[config.mk]
export PLATFORM = sky130hd
export DESIGN_NAME = bitmap_block_allocator
export DESIGN_NICKNAME = d
export VERILOG_FILES = /design/src/rtl/bba_pkg.sv /design/src/rtl/bba_ram.sv /design/src/rtl/bba_ctrl.sv /design/src/rtl/bba_dp.sv /design/src/rtl/bitmap_block_allocator.sv
export SDC_FILE = /design/constraint.sdc
export NUM_CORES = 2
export LEC_CHECK = 0
export ABC_AREA = 1
export ABC_CLOCK_PERIOD_IN_PS = 12900
export BUFFER_PORTS_ARGS = -buffer_cell sky130_fd_sc_hd__buf_2
export CAP_MARGIN = 5
export CORE_MARGIN = 2
export CORE_UTILIZATION = 46
export DETAILED_ROUTE_END_ITERATION = 10
export HOLD_SLACK_MARGIN = 0.15
export PLACE_DENSITY = 0.68
export SLEW_MARGIN = 20
export SYNTH_ARGS = -nofsm -noshare
export SYNTH_HDL_FRONTEND = slang
export SYNTH_SLANG_ARGS = --single-unit
[constraint.sdc]
create_clock -name clk -period 12.9 [get_ports clk]
set_input_delay 1.29 -clock clk [delete_from_list [all_inputs] [get_ports clk]]
set_output_delay 1.29 -clock clk [all_outputs]
set_load 0.1 [all_outputs]
[src/rtl/bba_pkg.sv]
// ----------------------------------------------------------------------------
// bba_pkg
// Shared types and constants of the bitmap block allocator: request and
// error codes, result kinds and the controller/datapath command and status.
// ----------------------------------------------------------------------------
package bba_pkg;

	localparam int unsigned MAX_BLOCKS_DEF  = 1024;
	localparam int unsigned BLOCK_BYTES_DEF = 4096;

	// bitmap is stored as words of this many block flags
	localparam int unsigned WORD_BITS = 32;
	localparam int unsigned BIT_W     = $clog2(WORD_BITS);

	localparam int unsigned ADDR_W  = 32;
	localparam int unsigned COUNT_W = 11;
	localparam int unsigned INDEX_W = 10;
	localparam int unsigned ERR_W   = 2;
	localparam int unsigned OUT_W   = 56;

	typedef enum logic {
		OP_ALLOC = 1'b0,
		OP_FREE  = 1'b1
	} op_t;

	typedef enum logic {
		CFG_POOL_BASE   = 1'b0,
		CFG_POOL_BLOCKS = 1'b1
	} cfg_idx_t;

	typedef enum logic [ERR_W-1:0] {
		ERR_NONE      = 2'd0,
		ERR_FULL      = 2'd1,
		ERR_NOT_ALLOC = 2'd2,
		ERR_RANGE     = 2'd3
	} err_t;

	typedef enum logic [2:0] {
		RES_ALLOC     = 3'd0,
		RES_FULL      = 3'd1,
		RES_FREE      = 3'd2,
		RES_NOT_ALLOC = 3'd3,
		RES_RANGE     = 3'd4
	} res_t;

	typedef struct packed {
		logic clr_step;
		logic ld_req;
		logic scan_next;
		logic set_bit;
		logic div_step;
		logic free_rd;
		logic clr_bit;
		logic mul;
		logic ld_out;
		res_t res;
	} bba_cmd_t;

	typedef struct packed {
		logic clear_done;
		logic found;
		logic scan_last;
		logic oor;
		logic bit_used;
		logic out_room;
	} bba_stat_t;

endpackage

[src/rtl/bba_ram.sv]
// ----------------------------------------------------------------------------
// bba_ram
// Generic simple dual-port RAM: one write port, one read port with
// registered read data.
// ----------------------------------------------------------------------------
module bba_ram #(
	parameter int unsigned WIDTH = 32,
	parameter int unsigned DEPTH = 32,
	localparam int unsigned AW = (DEPTH > 1) ? $clog2(DEPTH) : 1
) (
	input  logic             clk,
	input  logic             we,
	input  logic [AW-1:0]    waddr,
	input  logic [WIDTH-1:0] wdata,
	input  logic [AW-1:0]    raddr,
	output logic [WIDTH-1:0] rdata
);

	logic [WIDTH-1:0] mem_q [DEPTH];

	always_ff @(posedge clk) begin
		if (we) begin
			mem_q[waddr] <= wdata;
		end
		rdata <= mem_q[raddr];
	end

endmodule

[src/rtl/bba_ctrl.sv]
// ----------------------------------------------------------------------------
// bba_ctrl
// Sequencer of the allocator: clearing pass, word scan for allocate,
// index computation and bit check for free, result hand-off.
// ----------------------------------------------------------------------------
module bba_ctrl (
	input  logic                clk,
	input  logic                arst_n,
	input  logic                s_valid,
	input  logic                s_op,
	output logic                s_ready,
	input  bba_pkg::bba_stat_t  stat,
	output bba_pkg::bba_cmd_t   cmd
);

	typedef enum logic [8:0] {
		S_CLEAR = 9'b000000001,
		S_IDLE  = 9'b000000010,
		S_ARD   = 9'b000000100,
		S_ACHK  = 9'b000001000,
		S_MUL   = 9'b000010000,
		S_DIV   = 9'b000100000,
		S_FRD   = 9'b001000000,
		S_FCHK  = 9'b010000000,
		S_OUT   = 9'b100000000
	} state_t;

	state_t            state_q, state_d;
	bba_pkg::res_t     res_q, res_d;

	always_ff @(posedge clk or negedge arst_n) begin
		if (!arst_n) begin
			state_q <= S_CLEAR;
			res_q   <= bba_pkg::RES_FULL;
		end else begin
			state_q <= state_d;
			res_q   <= res_d;
		end
	end

	assign s_ready = (state_q == S_IDLE);

	always_comb begin
		state_d = state_q;
		res_d   = res_q;
		cmd     = '0;
		cmd.res = res_q;
		unique case (state_q)
			S_CLEAR: begin
				if (stat.clear_done) begin
					state_d = S_IDLE;
				end else begin
					cmd.clr_step = 1'b1;
				end
			end
			S_IDLE: begin
				if (s_valid) begin
					cmd.ld_req = 1'b1;
					state_d = (bba_pkg::op_t'(s_op) == bba_pkg::OP_FREE) ? S_DIV : S_ARD;
				end
			end
			// read data of the scan word arrives in the next state
			S_ARD: begin
				state_d = S_ACHK;
			end
			S_ACHK: begin
				if (stat.found) begin
					cmd.set_bit = 1'b1;
					state_d = S_MUL;
				end else if (stat.scan_last) begin
					res_d = bba_pkg::RES_FULL;
					state_d = S_OUT;
				end else begin
					cmd.scan_next = 1'b1;
					state_d = S_ARD;
				end
			end
			S_MUL: begin
				cmd.mul = 1'b1;
				res_d = bba_pkg::RES_ALLOC;
				state_d = S_OUT;
			end
			// block index from one reciprocal multiply
			S_DIV: begin
				cmd.div_step = 1'b1;
				state_d = S_FRD;
			end
			S_FRD: begin
				if (stat.oor) begin
					res_d = bba_pkg::RES_RANGE;
					state_d = S_OUT;
				end else begin
					cmd.free_rd = 1'b1;
					state_d = S_FCHK;
				end
			end
			S_FCHK: begin
				if (stat.bit_used) begin
					cmd.clr_bit = 1'b1;
					res_d = bba_pkg::RES_FREE;
				end else begin
					res_d = bba_pkg::RES_NOT_ALLOC;
				end
				state_d = S_OUT;
			end
			S_OUT: begin
				if (stat.out_room) begin
					cmd.ld_out = 1'b1;
					state_d = S_IDLE;
				end
			end
			default: begin
				state_d = S_CLEAR;
			end
		endcase
	end

endmodule

[src/rtl/bba_dp.sv]
// ----------------------------------------------------------------------------
// bba_dp
// Datapath of the allocator: pool registers, bitmap RAM, free-bit search,
// reciprocal multiply for address to index, result and used-count registers.
// ----------------------------------------------------------------------------
module bba_dp #(
	parameter int unsigned MAX_BLOCKS  = bba_pkg::MAX_BLOCKS_DEF,
	parameter int unsigned BLOCK_BYTES = bba_pkg::BLOCK_BYTES_DEF
) (
	input  logic                          clk,
	input  logic                          arst_n,
	input  logic                          cfg_we,
	input  logic                          cfg_index,
	input  logic [bba_pkg::ADDR_W-1:0]    cfg_data,
	input  logic [bba_pkg::ADDR_W-1:0]    s_addr,
	input  bba_pkg::bba_cmd_t             cmd,
	output bba_pkg::bba_stat_t            stat,
	input  logic                          m_ready,
	output logic                          m_valid,
	output logic [bba_pkg::OUT_W-1:0]     m_data
);

	localparam int unsigned WB    = bba_pkg::WORD_BITS;
	localparam int unsigned DEPTH = (MAX_BLOCKS + WB - 1) / WB;
	localparam int unsigned AW    = (DEPTH > 1) ? $clog2(DEPTH) : 1;
	localparam int unsigned XW    = bba_pkg::BIT_W + AW;
	localparam logic [63:0]   LIMIT = 64'(BLOCK_BYTES) << XW;
	// offsets that can still land in the pool fit in DW bits
	localparam int unsigned DW    = (LIMIT > 64'h0000_0000_FFFF_FFFF) ? 32 : $clog2(LIMIT);
	localparam int unsigned LW    = $clog2(BLOCK_BYTES);
	localparam int unsigned SH    = DW + LW;
	localparam int unsigned PW    = (SH + XW > 2 * DW + 1) ? SH + XW : 2 * DW + 1;
	// floor(2^SH / BLOCK_BYTES) + 1 gives an exact quotient below 2^DW
	localparam logic [63:0]   RECIP = ((64'd1 << SH) / 64'(BLOCK_BYTES)) + 64'd1;
	localparam logic [31:0]   BB32  = 32'(BLOCK_BYTES);
	localparam logic [31:0]   MAX32 = 32'(MAX_BLOCKS);

	// pool registers
	logic [bba_pkg::ADDR_W-1:0]  base_q;
	logic [bba_pkg::COUNT_W-1:0] blocks_q;
	logic [bba_pkg::COUNT_W-1:0] n;

	// clearing pass
	logic [AW-1:0] clr_q;
	logic          clr_done_q;

	// scan and index
	logic [AW-1:0]   wa_q;
	logic [DW-1:0]   num_q;
	logic [PW-1:0]   prod_div;
	logic [XW-1:0]   quo_q;
	logic            below_q, ovf_q;
	logic [XW-1:0]   idx_q;
	logic [31:0]     prod_q;
	logic [bba_pkg::COUNT_W-1:0] used_q;

	// output register
	logic                         out_valid_q;
	logic                         ok_q;
	logic [bba_pkg::ADDR_W-1:0]   baddr_q;
	logic [bba_pkg::INDEX_W-1:0]  bidx_q;
	bba_pkg::err_t                err_q;
	logic [bba_pkg::COUNT_W-1:0]  fcnt_q;

	// ram
	logic            ram_we;
	logic [AW-1:0]   ram_waddr, ram_raddr;
	logic [WB-1:0]   ram_wdata, ram_rdata;
	logic [AW-1:0]   free_wa;
	logic [bba_pkg::BIT_W-1:0] free_bit;

	// search
	logic [31:0]     gb, lim;
	logic [WB-1:0]   free_vec;
	logic [bba_pkg::BIT_W-1:0] enc;
	logic [31:0]     diff;

	assign n = (32'(blocks_q) > MAX32) ? bba_pkg::COUNT_W'(MAX_BLOCKS) : blocks_q;

	assign free_wa  = quo_q[XW-1:bba_pkg::BIT_W];
	assign free_bit = quo_q[bba_pkg::BIT_W-1:0];
	assign gb       = 32'(wa_q) << bba_pkg::BIT_W;
	assign lim      = (32'(n) > gb) ? 32'(n) - gb : 32'd0;
	assign diff     = s_addr - base_q;
	assign prod_div = PW'(num_q) * PW'(RECIP[DW:0]);

	always_comb begin
		free_vec = '0;
		enc      = '0;
		for (int b = 0; b < WB; b++) begin
			free_vec[b] = !ram_rdata[b] && (32'(b) < lim);
		end
		// lowest free bit wins
		for (int b = WB - 1; b >= 0; b--) begin
			if (free_vec[b]) begin
				enc = bba_pkg::BIT_W'(b);
			end
		end
	end

	// ram ports
	always_comb begin
		ram_we    = 1'b0;
		ram_waddr = wa_q;
		ram_wdata = '0;
		priority if (cmd.clr_step) begin
			ram_we    = 1'b1;
			ram_waddr = clr_q;
		end else if (cmd.set_bit) begin
			ram_we    = 1'b1;
			ram_wdata = ram_rdata | (WB'(1) << enc);
		end else if (cmd.clr_bit) begin
			ram_we    = 1'b1;
			ram_waddr = free_wa;
			ram_wdata = ram_rdata & ~(WB'(1) << free_bit);
		end
	end

	assign ram_raddr = cmd.free_rd ? free_wa : wa_q;

	bba_ram #(
		.WIDTH (WB),
		.DEPTH (DEPTH)
	) u_map (
		.clk   (clk),
		.we    (ram_we),
		.waddr (ram_waddr),
		.wdata (ram_wdata),
		.raddr (ram_raddr),
		.rdata (ram_rdata)
	);

	always_comb begin
		stat.clear_done = clr_done_q;
		stat.found      = |free_vec;
		stat.scan_last  = (gb + WB) >= 32'(n);
		stat.oor        = below_q || ovf_q || (32'(quo_q) >= 32'(n));
		stat.bit_used   = ram_rdata[free_bit];
		stat.out_room   = !out_valid_q || m_ready;
	end

	// control registers
	always_ff @(posedge clk or negedge arst_n) begin
		if (!arst_n) begin
			base_q      <= '0;
			blocks_q    <= bba_pkg::COUNT_W'(1024);
			clr_q       <= '0;
			clr_done_q  <= 1'b0;
			used_q      <= '0;
			out_valid_q <= 1'b0;
		end else begin
			if (cfg_we) begin
				unique case (bba_pkg::cfg_idx_t'(cfg_index))
					bba_pkg::CFG_POOL_BASE:   base_q   <= cfg_data;
					bba_pkg::CFG_POOL_BLOCKS: blocks_q <= cfg_data[bba_pkg::COUNT_W-1:0];
					default: ;
				endcase
			end
			if (cmd.clr_step) begin
				clr_q <= clr_q + AW'(1);
				if (clr_q == AW'(DEPTH - 1)) begin
					clr_done_q <= 1'b1;
				end
			end
			if (cmd.ld_out) begin
				out_valid_q <= 1'b1;
				if (cmd.res == bba_pkg::RES_ALLOC) begin
					used_q <= used_q + bba_pkg::COUNT_W'(1);
				end else if (cmd.res == bba_pkg::RES_FREE && used_q != '0) begin
					used_q <= used_q - bba_pkg::COUNT_W'(1);
				end
			end else if (m_ready) begin
				out_valid_q <= 1'b0;
			end
		end
	end

	// payload registers
	always_ff @(posedge clk) begin
		if (cmd.ld_req) begin
			wa_q    <= '0;
			num_q   <= diff[DW-1:0];
			below_q <= (s_addr < base_q);
			ovf_q   <= (64'(diff) >= LIMIT);
		end
		if (cmd.scan_next) begin
			wa_q <= wa_q + AW'(1);
		end
		if (cmd.div_step) begin
			quo_q <= prod_div[SH +: XW];
		end
		if (cmd.set_bit) begin
			idx_q <= XW'(gb + 32'(enc));
		end
		if (cmd.mul) begin
			prod_q <= 32'(idx_q) * BB32;
		end
	end

	always_ff @(posedge clk) begin
		logic [bba_pkg::COUNT_W-1:0] nxt;
		nxt = used_q;
		if (cmd.ld_out) begin
			ok_q    <= 1'b0;
			baddr_q <= '0;
			bidx_q  <= '0;
			err_q   <= bba_pkg::ERR_NONE;
			unique case (cmd.res)
				bba_pkg::RES_ALLOC: begin
					ok_q    <= 1'b1;
					baddr_q <= base_q + prod_q;
					bidx_q  <= bba_pkg::INDEX_W'(idx_q);
					nxt     = used_q + bba_pkg::COUNT_W'(1);
				end
				bba_pkg::RES_FULL: begin
					err_q <= bba_pkg::ERR_FULL;
				end
				bba_pkg::RES_FREE: begin
					ok_q   <= 1'b1;
					bidx_q <= bba_pkg::INDEX_W'(quo_q);
					if (used_q != '0) begin
						nxt = used_q - bba_pkg::COUNT_W'(1);
					end
				end
				bba_pkg::RES_NOT_ALLOC: begin
					bidx_q <= bba_pkg::INDEX_W'(quo_q);
					err_q  <= bba_pkg::ERR_NOT_ALLOC;
				end
				bba_pkg::RES_RANGE: begin
					err_q <= bba_pkg::ERR_RANGE;
				end
				default: ;
			endcase
			fcnt_q <= (n > nxt) ? n - nxt : '0;
		end
	end

	assign m_valid = out_valid_q;
	assign m_data  = {fcnt_q, err_q, bidx_q, baddr_q, ok_q};

endmodule

[src/rtl/bitmap_block_allocator.sv]
// ----------------------------------------------------------------------------
// bitmap_block_allocator
// First-fit allocator of fixed-size blocks over a bitmap of used flags.
// ----------------------------------------------------------------------------
//  channel   dir  handshake           content
//  s_*       in   s_tvalid/s_tready   tuser op, tdata free_addr
//  m_*       out  m_tvalid/m_tready   tdata ok, block_addr, block_index,
//                                     error_code, free_count
//  cfg_*     in   cfg_we              cfg_index, cfg_data
//
// allocate: scans the bitmap one 32-block word at a time, reading each word
// from the bitmap RAM and checking it for a free bit, up to the last word
// free: the block index comes from a single reciprocal multiply; an address
// out of range skips the bitmap read and the bit check
// after reset a clearing pass over every bitmap word holds s_tready low
// one request at a time; the next is taken while a result waits in the
// output register, a full output register stalls the sequencer
module bitmap_block_allocator #(
	parameter int unsigned MAX_BLOCKS  = bba_pkg::MAX_BLOCKS_DEF,
	parameter int unsigned BLOCK_BYTES = bba_pkg::BLOCK_BYTES_DEF
) (
	input  logic                        clk,
	input  logic                        arst_n,
	input  logic                        cfg_we,
	input  logic                        cfg_index,
	input  logic [bba_pkg::ADDR_W-1:0]  cfg_data,
	input  logic                        s_tvalid,
	output logic                        s_tready,
	input  logic [31:0]                 s_tdata,   // free_addr
	input  logic                        s_tuser,   // op
	output logic                        m_tvalid,
	input  logic                        m_tready,
	output logic [bba_pkg::OUT_W-1:0]   m_tdata    // ok, block_addr, block_index,
	                                               // error_code, free_count
);

	bba_pkg::bba_cmd_t  cmd;
	bba_pkg::bba_stat_t stat;

	bba_ctrl u_ctrl (
		.clk     (clk),
		.arst_n  (arst_n),
		.s_valid (s_tvalid),
		.s_op    (s_tuser),
		.s_ready (s_tready),
		.stat    (stat),
		.cmd     (cmd)
	);

	bba_dp #(
		.MAX_BLOCKS  (MAX_BLOCKS),
		.BLOCK_BYTES (BLOCK_BYTES)
	) u_dp (
		.clk       (clk),
		.arst_n    (arst_n),
		.cfg_we    (cfg_we),
		.cfg_index (cfg_index),
		.cfg_data  (cfg_data),
		.s_addr    (s_tdata),
		.cmd       (cmd),
		.stat      (stat),
		.m_ready   (m_tready),
		.m_valid   (m_tvalid),
		.m_data    (m_tdata)
	);

endmodule

==> key figures <==
Status
  – Status: finished, final reports clean

Placed design
  – DP Wirelength: 80600 um
  – GPL Wtd Cong: 0.941
  – Port Buf Inserts: 128
  – DP Area: 0.0550 sq mm

Clock tree
  – CTS tree: done
  – Clock buffer count from CTS: 119
  – Clock Tree Root: clkbuf_16
  – Clock latency at the later pin of the worst-skew pair: 0.75 ns
  – # Post-CTS Setup Buffers: 0
  – Cts hold-fix bufs: 0
  – Clk slew on worst S/H paths: 0.06 ns
  – Clock tree buffer depth: 3
  – CTS resizes: 0
  – CTS H-tree lvls: 3
  – CTS Sinks: 1232

Die
  – FP Rows: 123
  – IO Pins: 129
  – Die height: 342 um
  – Die area: 0.117 sq mm
  – Die X: 342 um
  – Initial Util: 0.465
  – Core ar.: 0.113 sq mm

Hold path
  – Hold Startpoint: u_dp.num_q[13]
  – Worst Hold Class: register to register

Drt
  – Drc violations: 0
  – Total Routed Length: 154000 um
  – Initial drt markers: 5194
  – Via/cell ratio: 6.11
  – DR vias: 36900
  – DR pass1 iterations: 6
  – WL/cell: 25.5 um
  – Routed Antenna Nets: 0

Synth
  – Synthesized Nets: 4533
  – Post-synth ARST share: 0.0593
  – Number of enable flip-flop cells after synthesis: 1127
  – Post-synthesis register bit count: 1232
  – Synthesized cell area: 0.0524 sq mm
  – Syn Inst Count: 4378
  – Avg Inst Size Synth: 12.0 sq um
  – Area contributors post-synth: edfxtp_1, o21ai_0, nor2_1
  – Register area share after synthesis: 0.693
  – Synth area leader: edfxtp_1
  – Main synth FF type: edfxtp_1
  – Syn. warnings: 0
  – Synth top area share: 0.646
  – Post-synthesis cell type count: 55

STA
  – Min cycle time layout: 6.68 ns
  – Setup Viol. Count Final: 0
  – Max Slew Vio Count: 0
  – Fmax: 150 MHz
  – Fin. Hold Viols: 0
  – Transition time of the tightest slew-check pin: 1.18 ns
  – RSZ-0062 raised after global routing: false
  – Post-route setup TNS: 0 ns
  – Fin Clk Skew: 0.0580 ns
  – Tcrit/Tclk final: 0.517
  – Slew margin rel.: 0.216
  – Fin Hold WS: 0.424 ns

Critical path
  – Crit end category: register
  – Crit path DAT: 7.11 ns
  – Startpoint types: register
  – Worst path max stage delay: 0.71 ns
  – Critical path class: register to register
  – Slowest cell on crit path: a21oi_4
  – R2R Path Start: u_dp.blocks_q[3]
  – WP data required: 13.33 ns
  – Crit path from: u_dp.blocks_q[3]
  – Largest fanout on the critical path: 32
  – Most Frequent Cell on Critical Path: nand2_1

Job
  – Max_cap viols: 0

Pwr
  – P per Cell Area: 170 mW/mm^2
  – Logic pwr share: 0.180
  – NetSw: 2.97 mW
  – Net Sw Frac: 0.294
  – Peak supply drop: 131 uV
  – Share of total power in sequential cells: 0.465
  – Internal power: 7.14 mW
  – LEAKAGE: 22.0 nW
  – Clk pwr share: 0.355

GRT
  – Total track usage: 0.258
  – Initial antenna violation count: 3
  – Vias in the first global route: 34700
  – Largest net degree at the start of global routing: 217
  – First-pass GRT wire length: 224000 um
  – GR Overflow Total: 0

Final layout
  – Commonest non-fill, non-tap cell in the layout: edfxtp_1
  – Most frequent cells in the layout: edfxtp_1, nor2_1, o21ai_0
  – Share of cells above drive strength 1: 0.111
  – # fillers: 9416
  – # nets final: 4589
  – Synth-to-layout area growth: 13.1%
  – Post-route cell area: 0.0593 sq mm
==> power groups by stage <==
stage | Combinational [mW] | Clock [mW] | Sequential (mW)
floorplan | 1.13 | 0 | 4.74
global placement | 1.76 | 0 | 4.77
detailed placement | 1.78 | 0 | 4.77
CTS | 1.79 | 3.61 | 4.69
global route | 1.98 | 3.77 | 4.71
finish | 1.82 | 3.59 | 4.70
==> cells in the mapped netlist, types with 6 or more instances <==
library cell  number
edfxtp_1        1127
nor2_1           758
o21ai_0          625
nand2_1          304
clkbuf_1         249
inv_1            220
o221ai_1         202
a21oi_1          139
nand3_1          125
a31oi_1           87
ha_1              80
dfrtp_1           70
o22ai_1           65
o211ai_1          53
nand4_1           39
dfxtp_1           32
xor2_1            27
nor3_1            17
buf_1             12
xnor2_1           12
o21bai_1           9
a311oi_1           8
o211a_1            8
a221oi_1           7
nand2_2            7
or2_2              7
inv_2              6
nor2_2             6
nor4_1             6
==> metal layers <==
| layer | track usage | up-vias | share of wire | routed length, um |
|---|---|---|---|---|
| met2 | 0.408 | 2056 | 0.46 | 70800 |
| met1 | 0.353 | 18100 | 0.40 | 60900 |
| met5 | 0 | - | 0.00012 | 18 |
| met3 | 0.0502 | 399 | 0.10 | 15700 |
| li1 | - | 16300 | - | - |
| met4 | 0.101 | 2 | 0.042 | 6430 |
==> worst max-delay path: cells and delay by family, from the launching register on <==
family | cells | cell delay, ns
DFF | 1 | 0.40
adders and majority gates | 2 | 0.76
buffers and inverters | 3 | 0.47
and+or+nand+nor | 38 | 3.63
AOI/OAI and AO/OA | 3 | 1.13
==> final cells by class <==
type	count	area [sq um]	share of cell area
sequential	1232	36300	0.613
antenna	2	5.00	0.0000844
timing repair buffer	199	1230	0.0207
clock inverter	61	739	0.0125
clock buffer	160	3330	0.0562
inverter	230	878	0.0148
tap	1500	1880	0.0317
multi-input combinational	2652	14900	0.251
==> final timing paths <==
kind | cells after the start | slack, ns | to
max | 46 | 6.22 | u_dp.u_map.mem_q[27][19]
min | 0 | 0.42 | u_dp.quo_q[1]
max reg2reg | 46 | 6.22 | u_dp.u_map.mem_q[27][19]
min reg2reg | 0 | 0.42 | u_dp.quo_q[1]
max in group asynchronous | 1 | 11.77 | u_dp.base_q[14]
min in group asynchronous | 1 | 0.63 | u_dp.base_q[5]
==> cells by family (layout without fill, tap and decap cells) <==
kind of cell	Yosys count	count (layout)	synth area share
fa+ha+maj	84	84	0.0206
xor+xnor	39	39	0.00652
flops	1232	1232	0.693
simple gates	1288	1288	0.101
compound gates	1241	1241	0.144
other cells	0	2	0
buf+inv	494	650	0.0356
==> metrics by stage <==
step	instances	utilization	power (mW)	worst slack, ns
floorplan	4378	-	5.87	7.32
global placement	5813	0.487	6.53	5.89
detailed placement	5813	0.488	6.55	6.16
CTS	6034	0.524	10.1	6.13
global route	6034	0.525	10.5	5.57
finish	6036	0.526	10.1	6.22
==> registers in the layout (all words and copies together) (netlist names) <==
signal            cells
u_ctrl.state_q        9
u_dp.quo_q           10
u_dp.baddr_q         32
u_dp.wa_q             5
u_dp.num_q           10
u_dp.bidx_q          10
u_dp.err_q            2
u_dp.base_q          32
u_dp.m_valid          1
u_dp.fcnt_q          11
u_dp.used_q          11
u_dp.u_map.mem_q   1024
u_dp.u_map.rdata     32
u_dp.blocks_q        11
u_dp.clr_q            5
u_dp.below_q          1
u_dp.idx_q           10
u_ctrl.res_q          3
u_dp.clr_done_q       1
u_dp.ok_q             1
u_dp.ovf_q            1
u_dp.prod_q          10
Power figures use the tool's default switching activity.
